--- src/hw/rtl/tpti_pkg.sv ---
`timescale 1ns / 1ps
// ----------------------------------------------------------------------------
// tpti_pkg
// shared widths and beat types for the triangle point test / interpolation
// ----------------------------------------------------------------------------
package tpti_pkg;

    localparam int COORD_BITS = 24;
    localparam int VALUE_BITS = 32;

    // derived widths
    localparam int DW = COORD_BITS + 1;     // coordinate difference
    localparam int PW = 2 * DW;             // edge product
    localparam int EW = PW + 1;             // edge value
    localparam int AW = EW + 2;             // doubled area
    localparam int LB = (EW + 1) / 2;       // low split of edge value
    localparam int HB = EW - LB;            // high split of edge value
    localparam int TW = EW + VALUE_BITS;    // weighted term
    localparam int NW = TW + 2;             // numerator
    localparam int QB = VALUE_BITS + 1;     // quotient bits kept
    localparam int RW = AW + QB;            // remainder

    localparam int IN_RAW  = 8 * COORD_BITS + 3 * VALUE_BITS;
    localparam int IN_W    = ((IN_RAW + 7) / 8) * 8;
    localparam int OUT_RAW = VALUE_BITS + 3;
    localparam int OUT_W   = ((OUT_RAW + 7) / 8) * 8;

    typedef struct packed {
        logic [COORD_BITS-1:0]      px;
        logic [COORD_BITS-1:0]      py;
        logic [2:0][COORD_BITS-1:0] vx;   // a, b, c
        logic [2:0][COORD_BITS-1:0] vy;
        logic [2:0][VALUE_BITS-1:0] val;
    } query_t;

    typedef struct packed {
        logic [NW-1:0] nm;      // numerator magnitude
        logic [AW-1:0] dm;      // area magnitude
        logic          neg;
        logic          degen;
        logic          in_tri;
    } work_t;

    typedef struct packed {
        logic                  in_tri;
        logic                  degen;
        logic [VALUE_BITS-1:0] value;
        logic                  sat;
    } res_t;

endpackage

--- src/hw/rtl/tpti_queue.sv ---
`timescale 1ns / 1ps
// ----------------------------------------------------------------------------
// tpti_queue
// four-entry queue between front and back
// ----------------------------------------------------------------------------
module tpti_queue (
    input  logic            clk,
    input  logic            rst_n,
    input  logic            push,
    input  tpti_pkg::work_t push_data,
    output logic            full,
    input  logic            pop,
    output tpti_pkg::work_t pop_data,
    output logic            empty
);
    import tpti_pkg::*;

    work_t      mem [4];
    logic [1:0] wr_reg, rd_reg;
    logic [2:0] cnt_reg;

    assign full     = (cnt_reg == 3'd4);
    assign empty    = (cnt_reg == 3'd0);
    assign pop_data = mem[rd_reg];

    always_ff @(posedge clk)
    begin
        if (push)
        begin
            mem[wr_reg] <= push_data;
        end
    end

    always_ff @(posedge clk or negedge rst_n)
    begin
        if (!rst_n)
        begin
            wr_reg  <= '0;
            rd_reg  <= '0;
            cnt_reg <= '0;
        end
        else
        begin
            if (push)
            begin
                wr_reg <= wr_reg + 2'd1;
            end
            if (pop)
            begin
                rd_reg <= rd_reg + 2'd1;
            end
            cnt_reg <= cnt_reg + 3'(push) - 3'(pop);
        end
    end

    a_ovf: assert property (@(posedge clk) disable iff (!rst_n) !(push && full))
        else $error("queue overflow");
    a_unf: assert property (@(posedge clk) disable iff (!rst_n) !(pop && empty))
        else $error("queue underflow");
    a_cnt: assert property (@(posedge clk) disable iff (!rst_n) cnt_reg <= 3'd4)
        else $error("queue count out of range");

endmodule

--- config.mk ---
export PLATFORM = sky130hd
export DESIGN_NAME = tpti_queue
export DESIGN_NICKNAME = d
export VERILOG_FILES = /design/src/hw/rtl/tpti_pkg.sv /design/src/hw/rtl/tpti_queue.sv
export SDC_FILE = /design/constraint.sdc
export NUM_CORES = 1
export LEC_CHECK = 0
export BUFFER_PORTS_ARGS = -buffer_cell sky130_fd_sc_hd__buf_2
export CAP_MARGIN = 20
export CORE_MARGIN = 5
export CORE_UTILIZATION = 57
export CTS_CLUSTER_SIZE = 14
export DETAILED_ROUTE_END_ITERATION = 12
export GPL_ROUTABILITY_DRIVEN = 0
export GPL_TIMING_DRIVEN = 0
export PLACE_DENSITY = 0.9
export SETUP_SLACK_MARGIN = 0.05
export SYNTH_ARGS = -nofsm -noshare
export SYNTH_HDL_FRONTEND = slang
export SYNTH_SLANG_ARGS = --single-unit
--- constraint.sdc ---
create_clock -name clk -period 4.9 [get_ports clk]
set_input_delay 0.49 -clock clk [delete_from_list [all_inputs] [get_ports clk]]
set_output_delay 0.49 -clock clk [all_outputs]
set_load 0.02 [all_outputs]
## Word-level counts from Yosys, hierarchy flattened

Memory sizes are Yosys's and may differ from the RTL's.
Index checks and enable logic that the tools add are counted.

| word-level totals | value |
|---|---|
| flip-flop bits (word level) | 7 |
| RAM bits | 564 |
| output and inout bits | 143 |
| logic and storage cells | 12 |
| memories kept | 1 |

Memory list:

| memory | depth | bits a word | rd ports | clocked after Yosys merged registers in | wr ports | line | source |
|---|---|---|---|---|---|---|---|
| mem | 4 | 141 | 1 | 0 | 1 | tpti_queue.sv:18 | `work_t mem [4];` |

| operators by class | value |
|---|---|
| $add $sub $neg | 4 |
| equal/unequal tests | 1 |
| muxes and demuxes | 2 |
| reduce and logical (&&, ||, !) cells | 1 |

Operators by type and width:

| cell | count |
|---|---|
| adder 2 x 1 -> 2 bit, second input constant | 2 |
| adder 3 x 1 -> 3 bit | 1 |
| == test 3 bit, second input constant | 1 |
| logical NOT 3 bit | 1 |
| subtractor 3 x 1 -> 3 bit | 1 |
| 2-to-1 mux 1 bit | 2 |

## Longest topological paths before layout

| depth | value |
|---|---|
| depth after elaboration | 2 |
| mapped depth | 7 |

## Worst setup path after synthesis

OpenSTA, ideal clock, no wires.

| timing | value |
|---|---|
| path type | register -> register |
| start point | register wr_reg[0] |
| end point | memory mem[0][0] in the netlist's numbering (enable) |
| data arrival time | 3.849 ns |
| data required time | 4.383 ns |
| path slack | 0.534 ns |
| cell stages (with the launch flop) | 4 |
| path buffers | 0 |
| clock period less this slack | 4.366 ns |
| cells stage by stage | dfrtp_1 inv_1 ha_1 and2_1 |

RTL lines:

| item | line | source |
|---|---|---|
| start: declaration | tpti_queue.sv:19 | `logic [1:0] wr_reg, rd_reg;` |
| start signal: assignment | tpti_queue.sv:46 | `wr_reg <= wr_reg + 2'd1;` |
| end: declaration | tpti_queue.sv:18 |  |

Straight into the memory's write port.

==> out/qor.yml <==
status: "completed"
crit_chain: "buf_2, buf_2, buf_2, mux4_2, buf_2"
cts-root-buf: "clkbuf_16"
max_freq_mhz: 351.5
netlist_instances: 771
drt-vias-per-instance: 5.776
synth-simple-area-share_pct: 0.2115
finalNetCount: 1275
critical_path_class: "reg -> out"
port_buffers: 287
yosysMostFrequentCell: "edfxtp_1"
finalCoreUtilization_pct: 69.24
core-area_um2: 35740
tightest_slew_ps: 867.3
hp-class: "in -> reg"
routed_wl_um: 40560
synth_xor_area_share_pct: 0.2115
max_slew_margin_pct: 42.18
clkSlewWorstSetupHoldPaths_ps: 70
yosys.area.top_type_share_pct: 81.78
synth_area_leader_cell: "edfxtp_1"
cp-start-kind: "register"
slowest_delay_ps: 370
synth_flop_cell: "edfxtp_1"
grt_pass1_wl_um: 61930
worstSkewPairLatency_ps: 580
post_cts_resized: 0
numCtsBuffers: 54
netlist_area_um2: 20710
synth.top_cells.by_count: "edfxtp_1, mux4_2, buf_2, buf_6, dfrtp_1"
ys_async_sr_fraction_pct: 1.226
required_ps: 4410
finalInstanceArea_um2: 24750
leakagePower_nw: 8.518
end_kind: "primary output"
finalCritPeriodShare_pct: 58.05
drt-pass1-iter-count: 5
rows: 69
synth_edf_count: 564
peakVddDrop_mv: 0.5369
synthMuxAreaShare_pct: 15.33
start_util_pct: 57.94
path_common_cell: "buf_2"
ys_ff_latch: 571
dieHeight_um: 200.6
grt_pass1_vias: 10170
syn_avg_cell_area_um2: 26.86
seq_area_frac_synth_pct: 82.62
ys.warnings.count: 0
synthAdderAreaFrac_pct: 0.4592
grt_usage_pct: 20.31
largest_reg_flops: 564
crit_path_max_fanout: 10
drv_cap: 0
synth-compound-area-share_pct: 0.02417
cts.sinks: 571
synth_top_family_by_area: "multiplexers"
finalCriticalPeriod_ps: 2845
tritoncts: "done"
rsz0062_at_grt: "false"
ant_nets: 0
drc: 0
drive_above_1_share_pct: 46.66
final_cells: 1638
drt-initial-drc-count: 701
die_x_um: 200.6
die_area_um2: 40240
synth_cell_types: 17
synth_area_leaders: "edfxtp_1, mux4_2, dfrtp_1"
cts_buffer_depth: 3
setup_viol: 0
grt_overflow: 0
slew_violations: 0
post_cts_buffers: 0
area_delta_synth_final_pct: 19.50
powerDensity_nw_per_um2: 637.2
grt_max_degree: 59
synth_nets: 923
dpl_cell_area_um2: 22920
worstPathArrival_ps: 2350
antenna_found_initial: 14
io_pins: 288
wl_per_cell_um: 24.76
finalClockSkew_ps: 7.571
num_vias: 9461
cts_htree_levels: 2
placed_cells: 1527
hold_viol: 0
cpMaxStageDelayCell: "buf_2"
dpl.hpwl_um: 25480
critical path: cells and delay by family, from the launching register on:
family	cells	cell delay, ps
buffers and inverters	4	1100
flip-flops	1	310
multiplexers	1	370
logic make-up (layout without fill, tap and decap cells):
kind of cell | count (synthesis) | after routing
compound gates | 1 | 1
xor+xnor | 5 | 5
fa+ha+maj | 7 | 7
buf+inv | 38 | 435
flops | 571 | 571
mux | 141 | 141
other cells | 0 | 9
simple gates | 8 | 8
cells in the final DEF (no fill, tap or decap), drive strengths merged:
cell type,n
diode,9
dlygate4sd3,1
bufinv,6
xor2,2
dfrtp,7
and3,1
o21ai,1
xnor2,3
and2,4
ha,6
nand2,2
inv,9
clkbuf,76
clkinv,21
buf,322
mux4,141
fa,1
nor3,1
edfxtp,564
cell type report:
cell class	count	area [um2]
antenna	9	22.52
buffer	32	212.7
clock buffer	71	1489
clock inverter	30	302.8
fill	2125	10990
inverter	6	22.52
multi-input combinational	162	3373
sequential	571	17110
tap	461	576.8
timing repair buffer	296	1637
path summary, 6_finish.rpt:
kind / from / endpoint / slack, ps / cells after the start
max reg2reg: wr_reg[0] / mem[2][132] / 2780 / 4
min: push_data[101] / mem[3][101] / 120 / 1
min in group asynchronous: rst_n / wr_reg[0] / 310 / 2
max: rd_reg[1] / pop_data[57] / 2060 / 5
min reg2reg: wr_reg[0] / wr_reg[0] / 530 / 1
max in group asynchronous: rst_n / cnt_reg[0] / 4430 / 2
metrics by stage:
stage,total power [mW],setup TNS (ps),worst slack [ps],hold slack (ps)
after floorplan,10.15,0,534.0,194.4
after global placement,11.83,-1103630,-2018,327.0
after detailed placement,11.81,0,2619,332.8
after CTS,16.00,0,1975,82.51
after global routing,16.50,0,1897,93.63
final,15.77,0,2055,120.7
report_power, final:
part / leakage [nW] / total, mW / switching [mW] / internal [mW]
registers: 5.26 / 6.58 / 0.199 / 6.38
logic: 2.37 / 5.04 / 3.03 / 2.01
clock network: 0.882 / 4.14 / 1.69 / 2.46
what timing repair did:
item                                    in CTS  in global routing
hold buffers                                 1                  0
hold endpoints to repair                     7                  0
endpoints found under the setup margin       0                  0
per-layer routing:
layer / vias up / routed length (um) / global-route usage, %
met3: 71 / 3423 / 5.654
met2: 393 / 21160 / 34.29
li1: 4074 / - / -
met1: 4913 / 14900 / 26.07
met4: 10 / 1011 / 6.613
met5: - / 67 / 0
Power figures use the tool's default switching activity.
